[src/rtl/core/sppa_pkg.sv]
`timescale 1ns / 1ps
// ----------------------------------------------------------------------------
// Stadium path sampler package
// Shared constants, register indexes and section codes.
// ----------------------------------------------------------------------------
package sppa_pkg;

	// Default configuration of the block.
	localparam int COORD_WIDTH_DEF   = 24;
	localparam int CORDIC_STAGES_DEF = 16;

	// Fixed field widths.
	localparam int POS_W   = 32;
	localparam int HEAD_W  = 16;
	localparam int PHASE_W = 32;

	// 2*pi in Q.24 and the inverse CORDIC gain in Q.32.
	localparam int TWO_PI_W = 27;
	localparam logic [TWO_PI_W-1:0] TWO_PI_Q24 = 27'd105414357;
	localparam int KINV_W = 32;
	localparam logic [KINV_W-1:0] KINV_Q32 = 32'd2608131496;

	localparam int GUARD_BITS  = 16;
	localparam int ARC_SHIFT   = 25;
	localparam int PHASE_SHIFT = 24;

	// Cycles needed after a register write before derived values are valid.
	localparam int SETTLE_CYCLES = 4;
	localparam int SETTLE_W      = 3;

	// Arctangent of 2^-i as a fraction of a full turn, 2^32 per turn.
	localparam int ATAN_ENTRIES = 24;
	localparam logic [PHASE_W-1:0] ATAN_TURN [0:ATAN_ENTRIES-1] = '{
		32'd536870912, 32'd316933406, 32'd167458907, 32'd85004756,
		32'd42667331,  32'd21354465,  32'd10679838,  32'd5340245,
		32'd2670163,   32'd1335087,   32'd667544,    32'd333772,
		32'd166886,    32'd83443,     32'd41722,     32'd20861,
		32'd10430,     32'd5215,      32'd2608,      32'd1304,
		32'd652,       32'd326,       32'd163,       32'd81
	};

	// Configuration register indexes.
	typedef enum logic [1:0] {
		CFG_CENTER_X,
		CFG_CENTER_Y,
		CFG_STRAIGHT_LENGTH,
		CFG_ARC_RADIUS
	} cfg_index_t;

	// Path sections in order of travel.
	localparam int SEC_W = 2;
	typedef enum logic [SEC_W-1:0] {
		SEC_TOP,
		SEC_RIGHT,
		SEC_BOTTOM,
		SEC_LEFT
	} section_t;

endpackage

[src/rtl/core/sppa_front.sv]
`timescale 1ns / 1ps
// ----------------------------------------------------------------------------
// Stadium path front end
// Reduces the position modulo the lap length and selects the section.
// ----------------------------------------------------------------------------
module sppa_front #(
	parameter int CW = sppa_pkg::COORD_WIDTH_DEF
) (
	input  logic                     clk,
	input  logic                     arst_n,
	input  logic                     accept,
	input  logic signed [31:0]       position,
	input  logic [CW+2:0]            lap,
	input  logic [CW-2:0]            len,
	input  logic [CW+2:0]            len_arc,
	input  logic [CW+2:0]            len2_arc,
	output logic                     item_valid,
	output sppa_pkg::section_t       item_sec,
	output logic [CW+2:0]            item_dist
);
	import sppa_pkg::*;

	localparam int LAP_W = CW + 3;

	logic               v_s   [0:POS_W];
	logic               neg_s [0:POS_W];
	logic [LAP_W-1:0]   rem_s [0:POS_W];
	logic [POS_W-1:0]   dvd_s [0:POS_W];

	logic               mod_v_s33, cls_v_s34;
	logic [LAP_W-1:0]   mod_s_s33, cls_dist_s34;
	section_t           cls_sec_s34;

	// Entry stage: magnitude and sign of the position.
	always_ff @(posedge clk or negedge arst_n) begin
		if (!arst_n) begin
			v_s[0] <= 1'b0;
		end else begin
			v_s[0] <= accept;
		end
	end

	always_ff @(posedge clk) begin
		dvd_s[0] <= position[POS_W-1] ? POS_W'(-position) : POS_W'(position);
		neg_s[0] <= position[POS_W-1];
		rem_s[0] <= '0;
	end

	// Restoring remainder, one dividend bit per stage.
	for (genvar k = 0; k < POS_W; k++) begin : g_mod
		logic [LAP_W:0] trial;
		logic           ge;

		assign trial = {rem_s[k], dvd_s[k][POS_W-1]};
		assign ge    = (trial >= {1'b0, lap});

		always_ff @(posedge clk or negedge arst_n) begin
			if (!arst_n) begin
				v_s[k+1] <= 1'b0;
			end else begin
				v_s[k+1] <= v_s[k];
			end
		end

		always_ff @(posedge clk) begin
			rem_s[k+1] <= ge ? LAP_W'(trial - {1'b0, lap}) : trial[LAP_W-1:0];
			dvd_s[k+1] <= dvd_s[k] << 1;
			neg_s[k+1] <= neg_s[k];
		end
	end

	// Floor modulo: a negative position with a remainder folds back from the lap end.
	always_ff @(posedge clk or negedge arst_n) begin
		if (!arst_n) begin
			mod_v_s33 <= 1'b0;
			cls_v_s34 <= 1'b0;
		end else begin
			mod_v_s33 <= v_s[POS_W];
			cls_v_s34 <= mod_v_s33;
		end
	end

	always_ff @(posedge clk) begin
		mod_s_s33 <= (neg_s[POS_W] && rem_s[POS_W] != '0) ? lap - rem_s[POS_W]
		                                                  : rem_s[POS_W];
	end

	// Section selection and the distance into that section.
	logic [LAP_W:0] t_ext;
	logic           on_top, on_bottom, on_left;

	assign t_ext     = {1'b0, mod_s_s33} - {1'b0, len_arc};
	assign on_top    = (mod_s_s33 < LAP_W'(len));
	assign on_bottom = !on_top && !t_ext[LAP_W] && (t_ext[LAP_W-1:0] < LAP_W'(len));
	assign on_left   = (mod_s_s33 >= len2_arc);

	always_ff @(posedge clk) begin
		if (on_top) begin
			cls_sec_s34  <= SEC_TOP;
			cls_dist_s34 <= mod_s_s33;
		end else if (on_bottom) begin
			cls_sec_s34  <= SEC_BOTTOM;
			cls_dist_s34 <= t_ext[LAP_W-1:0];
		end else if (on_left) begin
			cls_sec_s34  <= SEC_LEFT;
			cls_dist_s34 <= mod_s_s33 - len2_arc;
		end else begin
			cls_sec_s34  <= SEC_RIGHT;
			cls_dist_s34 <= mod_s_s33 - LAP_W'(len);
		end
	end

	assign item_valid = cls_v_s34;
	assign item_sec   = cls_sec_s34;
	assign item_dist  = cls_dist_s34;

endmodule

[config.mk]
export PLATFORM = sky130hd
export DESIGN_NAME = sppa_front
export DESIGN_NICKNAME = d
export VERILOG_FILES = /design/src/rtl/core/sppa_pkg.sv /design/src/rtl/core/sppa_front.sv
export SDC_FILE = /design/constraint.sdc
export NUM_CORES = 2
export LEC_CHECK = 0
export ABC_CLOCK_PERIOD_IN_PS = 5950
export BUFFER_PORTS_ARGS = -buffer_cell sky130_fd_sc_hd__buf_2
export CORE_ASPECT_RATIO = 0.7
export CORE_MARGIN = 2
export CORE_UTILIZATION = 45
export DETAILED_ROUTE_END_ITERATION = 8
export PLACE_DENSITY = 0.61
export SYNTH_ARGS = -nofsm -noshare
export SYNTH_HDL_FRONTEND = slang
export SYNTH_SLANG_ARGS = --single-unit
[constraint.sdc]
create_clock -name clk -period 5.95 [get_ports clk]
set_input_delay 0 -clock clk [delete_from_list [all_inputs] [get_ports clk]]
set_output_delay 0 -clock clk [all_outputs]
set_load 0.1 [all_outputs]
==> run_results.csv <==
group,metric,value,unit
die,fp.dieH,370,µm
route,vias_per_cell,5.72,
synthesis,ys_ff_latch,1516,
pwr,switchingPower,16600,µW
die,core_area,191000,µm²
global_route,antenna_found_initial,15,
cells_and_area,multi_input_area,53800,µm²
clock_network,worstSkewPairLatency,0.86,ns
synthesis,ys_top_cells_by_area,"dfxtp_1 (34%), ha_1 (14%), a21oi_1 (5.1%)",
route,wl_per_cell,20.3,µm
pwr,power_density,438,nW/µm²
clock_network,cts_buffer_depth,4,
die,rows,134,
timing,rsz0062_at_grt,"false",
clock_network,path_clk_slew,0.06,ns
cells_and_area,fin_nets,11178,
cells_and_area,stdcell_count,12679,
clock_network,h-tree-depth,4,
synthesis,ys_types,86,
global_route,grt_pass1_vias,67101,
critical_path,worstSetupPathType,"register to register",
pwr,irDropWorstVdd,0.282,mV
die,die_x,527,µm
timing,drv_slew,0,
critical_path,end_kind,"register",
timing,setup_viol,0,
cells_and_area,fillers,17393,
synthesis,yosysMostFrequentCell,"dfxtp_1",
die,io_pins,169,
timing,finalSetupTns,0,ns
global_route,grt.total_usage,25.4,%
min_path,hold_depth,7,
critical_path,crit_path_start_kind,"register",
global_route,grt_max_degree,55,
synthesis,yosys_warnings,0,
synthesis,syn_inst,9623,
min_path,hp-class,"primary input to register",
pwr,leakage,0.0444,µW
place,dpl.hpwl,197,mm
critical_path,cp.required,6.62,ns
timing,holdWs,0.0663,ns
route,drcViolationCount,0,
timing,hold_viol,0,
global_route,grt_overflow,0,
route,drtAntennaViolNets,0,
route,wl,257,mm
timing,clock.fmax,174,MHz
critical_path,ff2ff_path_depth,21,
synthesis,ys_async_sr_fraction,2.31,%
cells_and_area,area_growth_syn_to_layout,13.5,%
pwr,p_int,26300,µW
die,dieArea,195000,µm²
synthesis,seq_area_frac_synth,35.4,%
critical_path,crit_arrival,6.42,ns
synthesis,syn_avg_cell_area,8.97,µm²
clock_network,cts_inserted_buffers,165,
timing,fin_crit_sh,96.8,%
flow_run,drv_cap,0,
cells_and_area,layout-drive-gt1-share,10.0,%
pwr,p_sw_share,38.7,%
timing,worstMarginPinSlew,1.17,ns
global_route,grt_pass1_wl,390,mm
pwr,clock_power_share,24.9,%
place,gp_congestion,0.931,
status,outcome,"completed",
synthesis,synth-edff-count,0,
timing,layout_min_cycle_time,5.76,ns
die,start_util,45.3,%
clock_network,cts_tree,"yes",
critical_path,path_max_fanout,14,
route,drtIter0Drc,6388,
place,dpl.cell_count,12249,
synthesis,syn_nets,10762,
timing,relSlewSlack,21.9,%
synthesis,synth_common_cells,"dfxtp_1 (1481), ha_1 (965), a21oi_1 (883)",
synthesis,netlist_area,86300,µm²
synthesis,synth_ff_type,"dfxtp_1",
pwr,pwr-share-comb,43.9,%
pwr,seq_power_share,31.2,%
timing,skew,0.0733,ns
cells_and_area,regArea,30500,µm²
pwr,total_power,42900,µW
clock_network,clock-root-buffer,"clkbuf_16",
route,vias,72465,
route,dr.pass1.iters,7,
synthesis,yosys.area.top_type_share,34.3,%
synthesis,yosysTopAreaCell,"dfxtp_1",
clock_network,clock_sinks,1516,
place,portBuffers,168,
-- layout make-up --
cell class | count | share of cell area (%)
multi-input combinational | 7505 | 54.9
antenna | 2 | 0.00511
sequential | 1516 | 31.2
clock inverter | 69 | 0.931
timing repair buffer | 435 | 3.40
clock buffer | 220 | 4.79
inverter | 416 | 1.59
tap | 2516 | 3.21
-- power by group through the flow --
stage	Sequential, µW	Combinational, µW	Clock [µW]
after global placement	13500	18000	0
after floorplan	13700	13400	0
final	13400	18800	10700
after global routing	13500	20700	11400
after detailed placement	13500	18200	0
after CTS	13300	18500	11000
-- cells by family after synthesis --
group	count (synthesis)	share of synthesized area [%]
adders and majority gates	1000	14.8
xor gates and xnor gates	768	7.79
DFF	1516	35.4
buffers and inverters	602	2.65
AOI/OAI and AO/OA	2848	20.7
muxes	378	4.84
and+or+nand+nor	2511	13.8
-- critical path, stage by stage (launching register included) --
cell           delay, ns
dfxtp_1             0.31
inv_1               0.10
ha_1                0.19
inv_1               0.06
fa_1                0.42
a211oi_1            0.24
o21a_1              0.19
o31ai_1             0.14
or4b_2              0.69
a311oi_2            0.33
xnor2_1             0.23
ha_1                0.31
a21o_1              0.16
a21o_1              0.17
a21oi_1             0.17
o21ai_0             0.13
a21o_1              0.20
a31o_2              0.24
nor4_4              0.44
buf_12              0.22
o221ai_1            0.11
dlygate4sd3_1       0.57
-- per-layer routing --
layer	track usage (%)	share of wire (%)
met1	38.6	50
met2	35.8	39
met3	4.89	8.1
met4	6.75	2.7
met5	0	0
-- state kept, by name, indices dropped and copies added, names as in the netlist, 2 cells and up --
name and count:
rem_s 864, dvd_s 528, neg_s 33, v_s 33
item_dist 27, mod_s_s33 27, item_sec 2
-- metrics by stage --
step	util (%)	instance area (µm²)	worst slack, ns
final	51.4	97900	0.193
after global routing	51.4	97900	0.0163
after CTS	51.4	97900	0.183
after detailed placement	47.7	90900	0.372
after global placement	47.7	90900	0.435
after floorplan	-	86300	1.27
-- placed cells by master (no fill, tap or decap), types with 29 or more instances in the layout --
cell type / count
o21ai_0: 674
nor2_1: 659
xor2_1: 300
or2_2: 42
ha_1: 965
nand4_1: 100
dfxtp_1: 1481
nand3_1: 184
mux2_2: 312
dlygate4sd3_1: 138
dfrtp_1: 35
o21a_1: 135
o31ai_1: 98
or3_1: 72
buf_4: 119
fa_1: 35
and3_1: 70
o21bai_1: 110
clkbuf_16: 169
nand2b_1: 133
a21oi_1: 880
o211ai_1: 50
a211o_1: 32
a21boi_0: 69
a31oi_1: 72
xnor2_1: 468
a31o_2: 29
nor3_1: 179
a211oi_1: 73
inv_1: 390
mux2i_1: 66
nor4_1: 51
nor2b_1: 124
nand2_1: 755
a21o_1: 339
buf_2: 167
-- repair_timing --
item | 4_1_cts | 5_1_grt
setup endpoints to repair | 0 | 3
hold buffers | 139 | 0
buffers inserted | 0 | 0
hold endpoints to repair | 129 | 0
gates resized for setup | 0 | 1
-- path summary, 6_finish.rpt --
path | from | slack [ns] | to
min in group asynchronous | arst_n | 0.17 | v_s[27]
max in group asynchronous | arst_n | 5.59 | v_s[3]
max | mod_s_s33[0] | 0.19 | item_dist[1]
max reg2reg | mod_s_s33[0] | 0.19 | item_dist[1]
min reg2reg | dvd_s[0][125] | 0.30 | dvd_s[0][158]
min | len_arc[15] | 0.07 | item_dist[15]
No activity file was read; power rests on OpenSTA's default activity.
