<file path="config.mk">
export PLATFORM = sky130hd
export DESIGN_NAME = sppa_cfg
export DESIGN_NICKNAME = d
export VERILOG_FILES = /design/src/rtl/core/sppa_pkg.sv /design/src/rtl/core/sppa_cfg.sv
export SDC_FILE = /design/constraint.sdc
export NUM_CORES = 2
export LEC_CHECK = 0
export ABC_AREA = 1
export BUFFER_PORTS_ARGS = -buffer_cell sky130_fd_sc_hd__buf_2
export CORE_MARGIN = 2
export CORE_UTILIZATION = 51
export CTS_CLUSTER_SIZE = 14
export DETAILED_ROUTE_END_ITERATION = 7
export GPL_TIMING_DRIVEN = 0
export PLACE_DENSITY = 0.7
export SETUP_SLACK_MARGIN = 0.2
export SYNTH_ARGS = -nofsm -noshare
export SYNTH_HDL_FRONTEND = slang
export SYNTH_SLANG_ARGS = --single-unit
</file>
<file path="constraint.sdc">
create_clock -name clk -period 6 [get_ports clk]
set_clock_uncertainty 0.05 [all_clocks]
set_input_delay 0.6 -clock clk [delete_from_list [all_inputs] [get_ports clk]]
set_output_delay 0.6 -clock clk [all_outputs]
set_load 0.01 [all_outputs]
</file>
<file path="src/rtl/core/sppa_pkg.sv">
`timescale 1ns / 1ps
// ----------------------------------------------------------------------------
// Stadium path sampler package
// Shared constants, register indexes and section codes.
// ----------------------------------------------------------------------------
package sppa_pkg;

	// Default configuration of the block.
	localparam int COORD_WIDTH_DEF   = 24;
	localparam int CORDIC_STAGES_DEF = 16;

	// Fixed field widths.
	localparam int POS_W   = 32;
	localparam int HEAD_W  = 16;
	localparam int PHASE_W = 32;

	// 2*pi in Q.24 and the inverse CORDIC gain in Q.32.
	localparam int TWO_PI_W = 27;
	localparam logic [TWO_PI_W-1:0] TWO_PI_Q24 = 27'd105414357;
	localparam int KINV_W = 32;
	localparam logic [KINV_W-1:0] KINV_Q32 = 32'd2608131496;

	localparam int GUARD_BITS  = 16;
	localparam int ARC_SHIFT   = 25;
	localparam int PHASE_SHIFT = 24;

	// Cycles needed after a register write before derived values are valid.
	localparam int SETTLE_CYCLES = 4;
	localparam int SETTLE_W      = 3;

	// Arctangent of 2^-i as a fraction of a full turn, 2^32 per turn.
	localparam int ATAN_ENTRIES = 24;
	localparam logic [PHASE_W-1:0] ATAN_TURN [0:ATAN_ENTRIES-1] = '{
		32'd536870912, 32'd316933406, 32'd167458907, 32'd85004756,
		32'd42667331,  32'd21354465,  32'd10679838,  32'd5340245,
		32'd2670163,   32'd1335087,   32'd667544,    32'd333772,
		32'd166886,    32'd83443,     32'd41722,     32'd20861,
		32'd10430,     32'd5215,      32'd2608,      32'd1304,
		32'd652,       32'd326,       32'd163,       32'd81
	};

	// Configuration register indexes.
	typedef enum logic [1:0] {
		CFG_CENTER_X,
		CFG_CENTER_Y,
		CFG_STRAIGHT_LENGTH,
		CFG_ARC_RADIUS
	} cfg_index_t;

	// Path sections in order of travel.
	localparam int SEC_W = 2;
	typedef enum logic [SEC_W-1:0] {
		SEC_TOP,
		SEC_RIGHT,
		SEC_BOTTOM,
		SEC_LEFT
	} section_t;

endpackage

</file>
<file path="src/rtl/core/sppa_cfg.sv">
`timescale 1ns / 1ps
// ----------------------------------------------------------------------------
// Stadium path configuration
// Holds the path registers and derives radius, lap length and CORDIC seed.
// ----------------------------------------------------------------------------
module sppa_cfg #(
	parameter int CW = sppa_pkg::COORD_WIDTH_DEF
) (
	input  logic                      clk,
	input  logic                      arst_n,
	input  logic                      cfg_valid,
	input  sppa_pkg::cfg_index_t      cfg_index,
	input  logic [CW-1:0]             cfg_data,
	output logic                      settling,
	output logic signed [CW-1:0]      center_y,
	output logic [CW-2:0]             len,
	output logic [CW-2:0]             r_eff,
	output logic [CW+25:0]            circ,
	output logic [CW+2:0]             lap,
	output logic [CW+2:0]             len_arc,
	output logic [CW+2:0]             len2_arc,
	output logic signed [CW:0]        left_x,
	output logic signed [CW:0]        right_x,
	output logic [CW+14:0]            x0
);
	import sppa_pkg::*;

	localparam int LW     = CW - 1;
	localparam int CIRC_W = LW + TWO_PI_W;
	localparam int ARC_W  = LW + 2;
	localparam int LAP_W  = LW + 4;
	localparam int KP_W   = LW + KINV_W;

	logic signed [CW-1:0] cx_q, cy_q;
	logic [LW-1:0]        len_q, rad_q, r_eff_q;
	logic [SETTLE_W-1:0]  settle_q;
	logic [CIRC_W-1:0]    circ_q;
	logic [ARC_W-1:0]     arc_q;
	logic [LAP_W-1:0]     lap_q, len_arc_q, len2_arc_q;
	logic signed [CW:0]   left_x_q, right_x_q;
	logic [KP_W-1:0]      kprod;
	logic [CIRC_W:0]      arc_sum;
	logic [LW+15:0]       x0_q;

	// Register writes; the settle counter blocks items until derived values catch up.
	always_ff @(posedge clk or negedge arst_n) begin
		if (!arst_n) begin
			cx_q     <= '0;
			cy_q     <= '0;
			len_q    <= LW'(25600);
			rad_q    <= LW'(12800);
			settle_q <= SETTLE_W'(SETTLE_CYCLES);
		end else begin
			if (cfg_valid) begin
				unique case (cfg_index)
					CFG_CENTER_X:        cx_q  <= cfg_data;
					CFG_CENTER_Y:        cy_q  <= cfg_data;
					CFG_STRAIGHT_LENGTH: len_q <= cfg_data[LW-1:0];
					CFG_ARC_RADIUS:      rad_q <= cfg_data[LW-1:0];
				endcase
				settle_q <= SETTLE_W'(SETTLE_CYCLES);
			end else if (settle_q != '0) begin
				settle_q <= settle_q - SETTLE_W'(1);
			end
		end
	end

	assign kprod   = KP_W'(r_eff_q) * KP_W'(KINV_Q32);
	assign arc_sum = (CIRC_W+1)'(circ_q) + ((CIRC_W+1)'(1) << (ARC_SHIFT - 1));

	// Derived values, one dependent step per cycle.
	always_ff @(posedge clk) begin
		r_eff_q    <= (rad_q == '0) ? LW'(1) : rad_q;
		left_x_q   <= (CW+1)'(cx_q) - (CW+1)'(len_q >> 1);
		circ_q     <= CIRC_W'(r_eff_q) * CIRC_W'(TWO_PI_Q24);
		x0_q       <= kprod[KP_W-1:GUARD_BITS];
		right_x_q  <= left_x_q + (CW+1)'(len_q);
		arc_q      <= arc_sum[ARC_W+ARC_SHIFT-1:ARC_SHIFT];
		lap_q      <= (LAP_W'(len_q) << 1) + (LAP_W'(arc_q) << 1);
		len_arc_q  <= LAP_W'(len_q) + LAP_W'(arc_q);
		len2_arc_q <= (LAP_W'(len_q) << 1) + LAP_W'(arc_q);
	end

	assign settling = (settle_q != '0);
	assign center_y = cy_q;
	assign len      = len_q;
	assign r_eff    = r_eff_q;
	assign circ     = circ_q;
	assign lap      = lap_q;
	assign len_arc  = len_arc_q;
	assign len2_arc = len2_arc_q;
	assign left_x   = left_x_q;
	assign right_x  = right_x_q;
	assign x0       = x0_q;

endmodule

</file>
==> impl_metrics.tcl <==
set metrics [dict create \
    grt_max_degree 59 \
    die_width_um 282 \
    firstDrtPassIters 6 \
    min_from "cfg_data[20]" \
    grt_overflow 0 \
    cp-end-kind "flop" \
    cts_htree_levels 2 \
    crit_top_cell "fa_1" \
    hold_path_class "in2reg" \
    clk_latency_ns 0.62 \
    synth_area_per_cell_sq_um 7.79 \
    rr_endpoint "circ[28]$_DFF_P_" \
    crit_path_cell_trace "fa_2, inv_2, fa_1, inv_2, fa_2, fa_1, fa_1, fa_1, inv_2, fa_1, inv_2, ha_4, nand2_4, nor2_1, nand2_1, nor2_1, nand2_1, nand3_4, buf_12, xor2_4" \
    io_pins 320 \
    crit_buf_inv 5 \
    path_max_fanout 4 \
    finalHoldViolCount 0 \
    slowest_delay_ns 0.66 \
    via_count 34825 \
    multi_input_area_sq_um 29700 \
    cp.arrival_ns 6.33 \
    synthDistinctLibCells 38 \
    cp.depth 20 \
    ys_ff_latch 336 \
    area_growth_pct 22.6 \
    worst_slew_pin_slew_ns 0.787 \
    maxCapViolCount 0 \
    cts_root_buf "clkbuf_16" \
    layout-drive-gt1-share 0.223 \
    die_h_um 282 \
    drtAntennaViolNets 0 \
    netlist_area_sq_um 39300 \
    worst-endpoint-required_ns 6.46 \
    finalSetupViolCount 0 \
    r2r-start "r_eff[5]$_SDFF_PN0_" \
    grt_pass1_vias 33420 \
    io_buffer_count 315 \
    r2r_cells 20 \
    hold_end "center_y[20]$_DFFE_PN0P_" \
    routabilityCongestion 1.01 \
    wl_per_cell_um 20.3 \
    nets 6614 \
    yosysSeqAreaShare 0.184 \
    grt_use_total 0.332 \
    hold_slack_ns 0.271 \
    antenna_found_initial 8 \
    die_area_sq_um 79200 \
    fin_crit_ns 5.87 \
    postSynthCellCount 5039 \
    crit_family "adder cells" \
    critPathSlowestCell "fa_2" \
    grt_pass1_wl_mm 196 \
    rsz0062_at_grt "yes" \
    drt_iter0_markers 2736 \
    slew_headroom 0.470 \
    avgViaCountPerCell 5.24 \
    fill_cells 6606 \
    cts_buffer_depth 3 \
    whs_path_depth 3 \
    final.setup.tns_ns 0 \
    clock.fmax_mhz 170 \
    post-route-period-util 0.978 \
    postLayoutCoreUtil 0.633 \
    final_max_slew_viol_count 0 \
    place_hpwl_mm 110 \
    worstSetupPathType "reg2reg" \
    initial_utilization 0.516 \
    clkTransAtPathRegs_ns 0.06 \
    cts_made_buffers 40 \
    drc 0 \
    r2r_setup_slack_ns 0.13 \
    rows 101 \
    drt_wl_total_mm 135 \
    seqCellArea_sq_um 7300 \
    coreArea_sq_um 76100 \
    status "complete, no violations" \
    cts_tree "built" \
    start_kind "flop" \
    synth_warnings 0 \
    cts_sinks 336 \
]
==> sequential cells by signal (all words and copies together) (netlist names), 25 cells and up <==
name	flops
arc_q	25
len2_arc	26
x0	39
left_x	25
right_x	25
lap	26
circ	50
==> cell usage in the layout, fill, tap and decap left out, drive strengths merged <==
cell type and count:
a21boi 1, a21o 13, a21oi 169, a31oi 3, buf 565, bufinv 2
clkbuf 91, clkinv 6, clkinvlp 20, conb 3, dfrtp 90, dfstp 7
dfxtp 239, diode 1, dlygate4sd3 1, fa 463, ha 533, inv 1232
nand2 1221, nand3 171, nand3b 3, nand4 68, nor2 320, nor2b 2
nor3 36, nor4 8, o211ai 2, o21a 8, o21ai 159, o21bai 24
o31ai 2, or2 9, xnor2 34, xor2 115
==> stage by stage <==
step	setup WS, ns	instance area (sq um)	std cells
after floorplan	0.345	39300	5041
after global placement	-1.27	42100	6386
after detailed placement	-1.20	42200	6388
after CTS	0.153	45500	6558
after global routing	0.00230	48200	6650
final	0.130	48200	6651
==> worst max path at each step <==
stage | from | endpoint | slack [ns]
after floorplan | r_eff[12]$_SDFF_PN0_ | x0[21]$_DFF_P_ | 0.34
after global placement | r_eff[9]$_SDFF_PN0_ | circ[24]$_DFF_P_ | -1.27
after detailed placement | r_eff[9]$_SDFF_PN0_ | circ[24]$_DFF_P_ | -1.20
after CTS | r_eff[11]$_SDFF_PN0_ | x0[29]$_DFF_P_ | 0.15
after global routing | r_eff[8]$_SDFF_PN0_ | x0[38]$_DFF_P_ | 0.002
final | r_eff[5]$_SDFF_PN0_ | circ[28]$_DFF_P_ | 0.13
==> cell usage after synthesis (all sizes together) <==
cell	count	area (sq um)
o21bai	24	180
o21ai	159	800
xor2	115	1010
nor2b	2	12.5
fa	463	9270
o211ai	2	15.0
a21boi	1	7.51
clkbuf	37	139
nand3	171	896
a21oi	169	850
nand4	68	425
o21a	8	60.1
xnor2	34	298
dfxtp	239	4780
nand3b	3	22.5
nor3	36	210
conb	1	3.75
dfrtp	90	2250
inv	1241	4660
nor4	8	50.1
a31oi	3	18.8
dfstp	7	184
ha	533	6670
o31ai	2	15.0
nor2	320	1250
nand2	1221	4600
buf	60	438
or2	9	56.3
a21o	13	97.6
==> worst reg2reg max path, stage by stage, from the launching register on <==
cell and delay [ns]:
dfxtp_4 0.38, fa_2 0.66, inv_2 0.08, fa_1 0.53, inv_2 0.05, fa_2 0.49
fa_1 0.57, fa_1 0.46, fa_1 0.56, inv_2 0.05, fa_1 0.51, inv_2 0.05
ha_4 0.32, nand2_4 0.08, nor2_1 0.17, nand2_1 0.07, nor2_1 0.08, nand2_1 0.09
nand3_4 0.13, buf_12 0.12, xor2_4 0.24
==> cell type report <==
type                    instances  area share
flip-flops and latches        336       0.152
well taps                    1030      0.0268
inverters                    1241      0.0980
repair buffers                506      0.0666
clock inverters                19     0.00473
clock buffers                  54      0.0227
plain buffers                  97      0.0120
diodes                          1   0.0000520
multi-input cells            3367       0.617
==> per-layer routing <==
layer / track usage / vias up / wire, um
li1: - / 16307 / -
met1: 0.432 / 16614 / 54100
met2: 0.535 / 1537 / 61700
met3: 0.0722 / 363 / 12200
met4: 0.141 / 4 / 7150
met5: 0 / - / 19
==> kinds of logic after synthesis <==
kind of cell,synth area share
other,0.0000955
adders and majority gates,0.406
xor gates and xnor gates,0.0332
and+or+nand+nor,0.192
AOI/OAI and AO/OA,0.0520
buffers and inverters,0.133
DFF,0.184
==> what timing repair did <==
action	in CTS	in global routing
gates resized for setup	301	497
pin swaps	42	235
setup endpoints to repair	77	67
buffers inserted	96	92
endpoints found under the hold margin	37	0
hold buffers	1	0
Power is left out: the tool's default activity adds up to more than one toggle a clock period on the data nets, which glitch-free logic cannot reach.
