==> src/rtl/core/sppa_fifo.sv <==
`timescale 1ns / 1ps
// ----------------------------------------------------------------------------
// Stadium path item queue
// Two-entry queue between the front and back ends; drains every cycle.
// ----------------------------------------------------------------------------
module sppa_fifo #(
	parameter int W = 8
) (
	input  logic         clk,
	input  logic         arst_n,
	input  logic         push,
	input  logic [W-1:0] din,
	output logic         out_valid,
	output logic [W-1:0] dout
);
	localparam int DEPTH = 2;
	localparam int PTR_W = 1;
	localparam int CNT_W = 2;

	logic [W-1:0]     mem_q [0:DEPTH-1];
	logic [PTR_W-1:0] wr_q, rd_q;
	logic [CNT_W-1:0] cnt_q;
	logic             pop;

	// The back end always takes a beat, so any held entry is popped.
	assign pop       = (cnt_q != '0);
	assign out_valid = pop;
	assign dout      = mem_q[rd_q];

	always_ff @(posedge clk) begin
		if (push) begin
			mem_q[wr_q] <= din;
		end
	end

	always_ff @(posedge clk or negedge arst_n) begin
		if (!arst_n) begin
			wr_q  <= '0;
			rd_q  <= '0;
			cnt_q <= '0;
		end else begin
			if (push) begin
				wr_q <= wr_q + PTR_W'(1);
			end
			if (pop) begin
				rd_q <= rd_q + PTR_W'(1);
			end
			case ({push, pop})
				2'b10:   cnt_q <= cnt_q + CNT_W'(1);
				2'b01:   cnt_q <= cnt_q - CNT_W'(1);
				default: cnt_q <= cnt_q;
			endcase
		end
	end

	a_no_overflow: assert property (@(posedge clk) disable iff (!arst_n)
		!(push && cnt_q == CNT_W'(DEPTH)))
		else $error("item queue written while full");

	a_cnt_range: assert property (@(posedge clk) disable iff (!arst_n)
		cnt_q <= CNT_W'(DEPTH))
		else $error("item queue count out of range");

	a_push_seen: assert property (@(posedge clk) disable iff (!arst_n)
		(push && cnt_q == '0) |=> out_valid)
		else $error("beat pushed into empty queue not offered");

endmodule

==> config.mk <==
export PLATFORM = sky130hd
export DESIGN_NAME = sppa_fifo
export DESIGN_NICKNAME = d
export VERILOG_FILES = /design/src/rtl/core/sppa_fifo.sv
export SDC_FILE = /design/constraint.sdc
export NUM_CORES = 1
export LEC_CHECK = 0
export BUFFER_PORTS_ARGS = -buffer_cell sky130_fd_sc_hd__buf_2
export CORE_MARGIN = 4
export CORE_UTILIZATION = 45
export CTS_CLUSTER_SIZE = 25
export DETAILED_ROUTE_END_ITERATION = 8
export PLACE_DENSITY = 0.7
export SYNTH_ARGS = -nofsm -noshare
export SYNTH_HDL_FRONTEND = slang
export SYNTH_SLANG_ARGS = --single-unit
export TNS_END_PERCENT = 5
==> constraint.sdc <==
create_clock -name clk -period 1.67 [get_ports clk]
set_input_delay 0 -clock clk [delete_from_list [all_inputs] [get_ports clk]]
set_output_delay 0 -clock clk [all_outputs]
set_load 0.02 [all_outputs]
==> flow_summary.toml, run 1 <==
[sta]
relSlewSlack = 0.744
rsz0062_at_grt = "no"
finalCritPeriodShare = 0.844
finalClockSkew_ps = 7.59
fmax_mhz = 710
hold_viol = 0
setup_viol = 0
fin_crit_ps = 1410
final-max-slew-violation-count = 0
fin_hold_ws_ps = 39.1
fin_setup_tns_ps = 0
worstMarginPinSlew_ps = 383

[critical_path]
regToRegSetupSlack_ps = 300
startpoint = "rd_q$_DFFE_PN0N_"
criticalPathCategory = "register to output port"
crit_chain = "mux2_2, buf_2"
crit_path_end = "dout[1]"
end_kind = "output port"
critPathMaxFanout = 9
critPathSlowestCell = "dfrtp_1"
rr_worst_depth = 4
crit_path_max_incr_delay_ps = 580
crit_required_ps = 1670
start_kind = "register"
reg2reg_from = "cnt_q[0]$_DFFE_PN0P_"
worstPathArrival_ps = 1410
r2r_end = "cnt_q[1]$_DFFE_PN0P_"

[detailed_routing]
drt-total-wl_um = 1200
drc = 0
dr_total_vias = 440
vias_per_cell = 4.94
antenna_left = 0
drt-pass1-iter-count = 2
drtIter0Drc = 9
wl_per_cell_um = 13.4

[clock_network]
cts_tree = "done"
cts_inserted_buffers = 3
post_cts_resized = 0
clkTransAtPathRegs_ps = 100
cts_htree_levels = 1
hold_buffers = 10
clkSinkCount = 20
clk_latency_ps = 290
cts_setup_buffers = 0
cts_root_buf = "clkbuf_4"
cts_buffer_depth = 2

[cells_and_area]
instances_no_fill = 89
drive_gt1_frac = 0.425
n_antenna_cell = 0
nets = 86
syn2layout_area_growth_pct = 32.3

[run_status]
status = "complete, no violations"

[placed_design]
hpwl_um = 769
io_buffers = 19
dp_cells = 75
gp_congestion = 0.631

[synthesis]
synthDistinctLibCells = 11
ys_seq_area_frac = 0.768
synth-seq-cells = 20
syn_area_um2 = 756
avgSynthCellArea_um2 = 18.9
syn_inst = 40
syn-num-nets = 52
ys_warn_count = 0

[power_and_ir_drop]
vdd_drop_max_mv = 0.939
power_density_nw_per_um2 = 1530
p_leak_nw = 0.402

[floorplan]
ios = 20
fp.dieW_um = 49.0
rows = 14
die_h_um = 49.0
coreArea_um2 = 1540
die-area_um2 = 2400
initial_core_util = 0.490

[grt]
track_usage = 0.111
grt_max_degree = 12
grt_pass1_wl_um = 2050
grt_pass1_vias = 454
antenna_found_initial = 0
grt_overflow = 0

[flow_run]
drv_cap = 0

[min_path]
min_path_type = "input port to async pin"
cell families after synthesis:
family | count (synthesis) | synth area share
multiplexers | 8 | 0.119
buffers and inverters | 2 | 0.0116
adder cells (fa/ha/maj) | 1 | 0.0166
flip-flops | 20 | 0.768
AND/OR/NAND/NOR | 4 | 0.0265
XOR/XNOR | 5 | 0.0580
critical path: cells and delay by family, from the launching register on:
family / cells / cell delay, ps
buffers and inverters: 1 / 160
multiplexers: 1 / 380
flip-flops: 1 / 580
through the flow:
step           worst slack (ps)   util  total power (W)  instance area [um^2]
3_3_place_gp                358  0.567          0.00130                   873
5_1_grt                     181  0.649          0.00163                  1000
3_5_place_dp                303  0.567          0.00131                   873
2_1_floorplan               272      -          0.00115                   756
6_report                    261  0.649          0.00153                  1000
4_1_cts                     238  0.649          0.00155                  1000
sequential cells by signal, indices dropped and copies added (netlist names):
register and flops:
wr_q 1, rd_q 1, mem_q 16, cnt_q 2
metal layers:
layer	part of all wire	track usage	wire length, um
met1	0.44	0.140	525
met2	0.48	0.165	578
met3	0.048	0.0336	57
met4	0.030	0.0673	36
met5	0	0	0
synth_stat cells (all sizes together):
master,n,area share
and2,1,0.0083
buf,1,0.0066
dfrtp,4,0.13
edfxtp,16,0.64
ha,1,0.017
inv,1,0.0050
mux2,8,0.12
nor2,2,0.0099
or2,1,0.0083
xnor2,2,0.023
xor2,3,0.035
cell usage in the layout (no fill, tap or decap), drive strengths merged:
cell | synthesis | final
buf | 1 | 20
edfxtp | 16 | 16
dlygate4sd3 | 0 | 10
mux2 | 8 | 8
dfrtp | 4 | 4
clkbuf | 0 | 4
xor2 | 3 | 3
nor2 | 2 | 2
xnor2 | 2 | 2
or2 | 1 | 1
inv | 1 | 1
and2 | 1 | 1
ha | 1 | 1
how the worst min path moves through the flow:
stage                           endpoint  cells past startpoint  slack (ps)
global placement    cnt_q[1]$_DFFE_PN0P_                      1        -190
CTS                 cnt_q[0]$_DFFE_PN0P_                      2          30
global route        cnt_q[0]$_DFFE_PN0P_                      2          40
finish                  wr_q$_DFFE_PN0P_                      2          40
floorplan           cnt_q[0]$_DFFE_PN0P_                      0        -300
detailed placement  cnt_q[1]$_DFFE_PN0P_                      1        -190
area by class of cell:
class                   count  area, um^2
fillers                   115         542
clock buffers               4        26.3
multi-input cells          18         166
flip-flops and latches     20         581
repair buffers             30         203
inverters                   1        3.75
well taps                  16        20.0
power breakdown:
part           internal (W)  leakage [nW]  switching [W]
Combinational      0.000258         0.190       0.000285
Sequential         0.000681         0.197      0.0000864
Clock             0.0000927        0.0150       0.000131
Total               0.00103         0.402       0.000502
Note: power is estimated with default switching activity, not from simulation.
==> run 2, diff against run 1 <==
--- a/config.mk
+++ b/config.mk
@@ -5,12 +5,13 @@
 export SDC_FILE = /design/constraint.sdc
 export NUM_CORES = 1
 export LEC_CHECK = 0
+export ABC_AREA = 1
 export BUFFER_PORTS_ARGS = -buffer_cell sky130_fd_sc_hd__buf_2
 export CORE_MARGIN = 4
 export CORE_UTILIZATION = 45
 export CTS_CLUSTER_SIZE = 25
 export DETAILED_ROUTE_END_ITERATION = 8
-export PLACE_DENSITY = 0.7
+export PLACE_DENSITY = 0.69
 export SYNTH_ARGS = -nofsm -noshare
 export SYNTH_HDL_FRONTEND = slang
 export SYNTH_SLANG_ARGS = --single-unit
==> constraint.sdc (replaced) <==
create_clock -name clk -period 1.4 [get_ports clk]
set_input_delay 0 -clock clk [delete_from_list [all_inputs] [get_ports clk]]
set_output_delay 0 -clock clk [all_outputs]
set_load 0.02 [all_outputs]
==> flow_summary.toml, run 2 <==
[run_status]
status = "complete, no violations"

[grt]
grt_overflow = 0
grt_pass1_vias = 549
track_usage = 0.133
antenna_found_initial = 0
grt_max_degree = 13
grt_pass1_wl_um = 2370

[power_and_ir_drop]
power_density_nw_per_um2 = 2030
seqPwrFrac = 0.429
vdd_drop_max_mv = 1.20
clockPowerShare = 0.210
p_int_w = 0.00139
p_leak_nw = 0.501
swShare = 0.357
power.switching_w = 0.000771
pwr-share-comb = 0.360

[synthesis]
synth-seq-cells = 20
async_flop_share = 0.200
yosysMostFrequentCell = "nand2_1"
synth_compound_area_frac = 0
synth_top_family_by_area = "simple AND/OR/NAND/NOR gates"
yosys.area_share.adder = 0.0159
synth_edf_count = 16
synth_xor_area_frac = 0.0333
synthTopCellsByCount = "nand2_1 (29), edfxtp_1 (16), inv_1 (7)"
synthDistinctLibCells = 12
synth_area_leaders = "edfxtp_1 (61%), nand2_1 (14%), dfrtp_1 (13%)"
synth_top_area_cell = "edfxtp_1"
ys_warn_count = 0
syn_inst = 66
synth_top_area_share = 0.610
synthSimpleGateAreaFrac = 0.162
synth_mux_area_frac = 0
ys_seq_area_frac = 0.737
avgSynthCellArea_um2 = 11.9
syn_area_um2 = 788
synthFlopType = "edfxtp_1"
syn-num-nets = 78

[floorplan]
coreArea_um2 = 1580
ios = 20
rows = 14
die_h_um = 49.9
die-area_um2 = 2490
fp.dieW_um = 49.9
initial_core_util = 0.500

[cells_and_area]
syn2layout_area_growth_pct = 34.9
top_regs = "mem_q x16, cnt_q x2"
nFillCells = 125
largest_register_ffs = 16
nets = 113
top_register = "mem_q"
instances_no_fill = 116
final_cell_mix = "nand2_1 (29), buf_2 (19), edfxtp_1 (16)"
final_common_cell = "nand2_1"
n_antenna_cell = 0
drive_gt1_frac = 0.280
seqCellArea_um2 = 582
multi_input_area_um2 = 169

[critical_path]
crit_path_max_incr_delay_ps = 510
worstPathArrival_ps = 1300
criticalPathCategory = "register to output port"
cp_common_cell = "nand2_1"
start_kind = "register"
end_kind = "output port"
critPathMaxFanout = 9
critPathSlowestCell = "dfrtp_2"
crit_chain = "inv_2, nand2_1, nand2_1, buf_2"
crit_required_ps = 1400
rr_worst_depth = 7

[detailed_routing]
drtIter0Drc = 14
drt-pass1-iter-count = 4
drt-total-wl_um = 1400
vias_per_cell = 4.77
dr_total_vias = 553
drc = 0
wl_per_cell_um = 12.1
antenna_left = 0

[clock_network]
clkSinkCount = 20
cts_htree_levels = 1
clkTransAtPathRegs_ps = 110
cts_buffer_depth = 2
cts_inserted_buffers = 3
cts_root_buf = "clkbuf_4"
clk_latency_ps = 300
cts_tree = "done"

[sta]
relSlewSlack = 0.791
worstMarginPinSlew_ps = 313
fin_setup_tns_ps = 0
final-max-slew-violation-count = 0
setup_viol = 0
hold_viol = 0
finalCritPeriodShare = 0.928
fmax_mhz = 770
finalClockSkew_ps = 17.0
fin_crit_ps = 1300

[placed_design]
dp_cells = 102
gp_congestion = 0.650
io_buffers = 19
hpwl_um = 974

[flow_run]
drv_cap = 0

[min_path]
min_path_type = "input port to async pin"
run 2: power groups by stage:
stage	logic (W)	clock network (W)	registers (W)
after global placement	0.000738	0	0.000921
after detailed placement	0.000764	0	0.000930
final	0.000778	0.000454	0.000927
after CTS	0.000787	0.000466	0.000917
after floorplan	0.000573	0	0.000878
after global routing	0.000870	0.000497	0.000945
run 2: per-layer routing:
layer	global-route usage	vias up	routed length [um]
li1	-	281	-
met3	0.0572	2	78
met5	0	-	0
met4	0.0415	0	12
met2	0.236	19	761
met1	0.141	251	549
run 2: final cells by class:
class | count | share of cell area
Clock inverter | 1 | 0.0282
Multi-Input combinational cell | 37 | 0.159
Tap cell | 16 | 0.0188
Sequential cell | 20 | 0.547
Clock buffer | 3 | 0.0212
Timing Repair Buffer | 31 | 0.198
Inverter | 8 | 0.0282
run 2: path summary, 6_finish.rpt:
kind,from,endpoint,slack [ps]
setup / recovery,rd_q$_DFFE_PN0N_,dout[5],100
hold / removal,arst_n,cnt_q[1]$_DFFE_PN0P_,10
setup reg to reg,cnt_q[0]$_DFFE_PN0P_,cnt_q[1]$_DFFE_PN0P_,120
hold reg to reg,wr_q$_DFFE_PN0P_,wr_q$_DFFE_PN0P_,500
max in group asynchronous,arst_n,wr_q$_DFFE_PN0P_,1250
min in group clk,din[6],mem_q[1][6]$_DFFE_PP_,410
run 2: cell families (layout without fill, tap and decap cells):
kind of cell / Yosys count / in the layout
XOR/XNOR: 3 / 3
adder cells (fa/ha/maj): 1 / 1
buffers and inverters: 9 / 43
flip-flops: 20 / 20
AND/OR/NAND/NOR: 33 / 33
run 2: metrics by stage:
stage,hold slack [ps],instance area [um^2],power (W),util,setup WS (ps)
finish,12.9,1060,0.00216,0.675,101
global route,25.0,1060,0.00231,0.675,-11.8
CTS,7.65,1060,0.00217,0.672,42.2
detailed placement,-185,907,0.00169,0.575,66.7
global placement,-189,907,0.00166,0.575,132
floorplan,-296,788,0.00145,-,56.0
run 2: worst max-delay path, delay by kind of cell (launching register included):
kind	cells	cell delay (ps)
buffers and inverters	2	350
DFF	1	510
and+or+nand+nor	2	150
run 2: what timing repair did:
item,CTS,global route
hold buffers,10,0
endpoints found under the setup margin,0,9
hold endpoints to repair,21,0
setup buffers,0,0
resized for setup,0,2
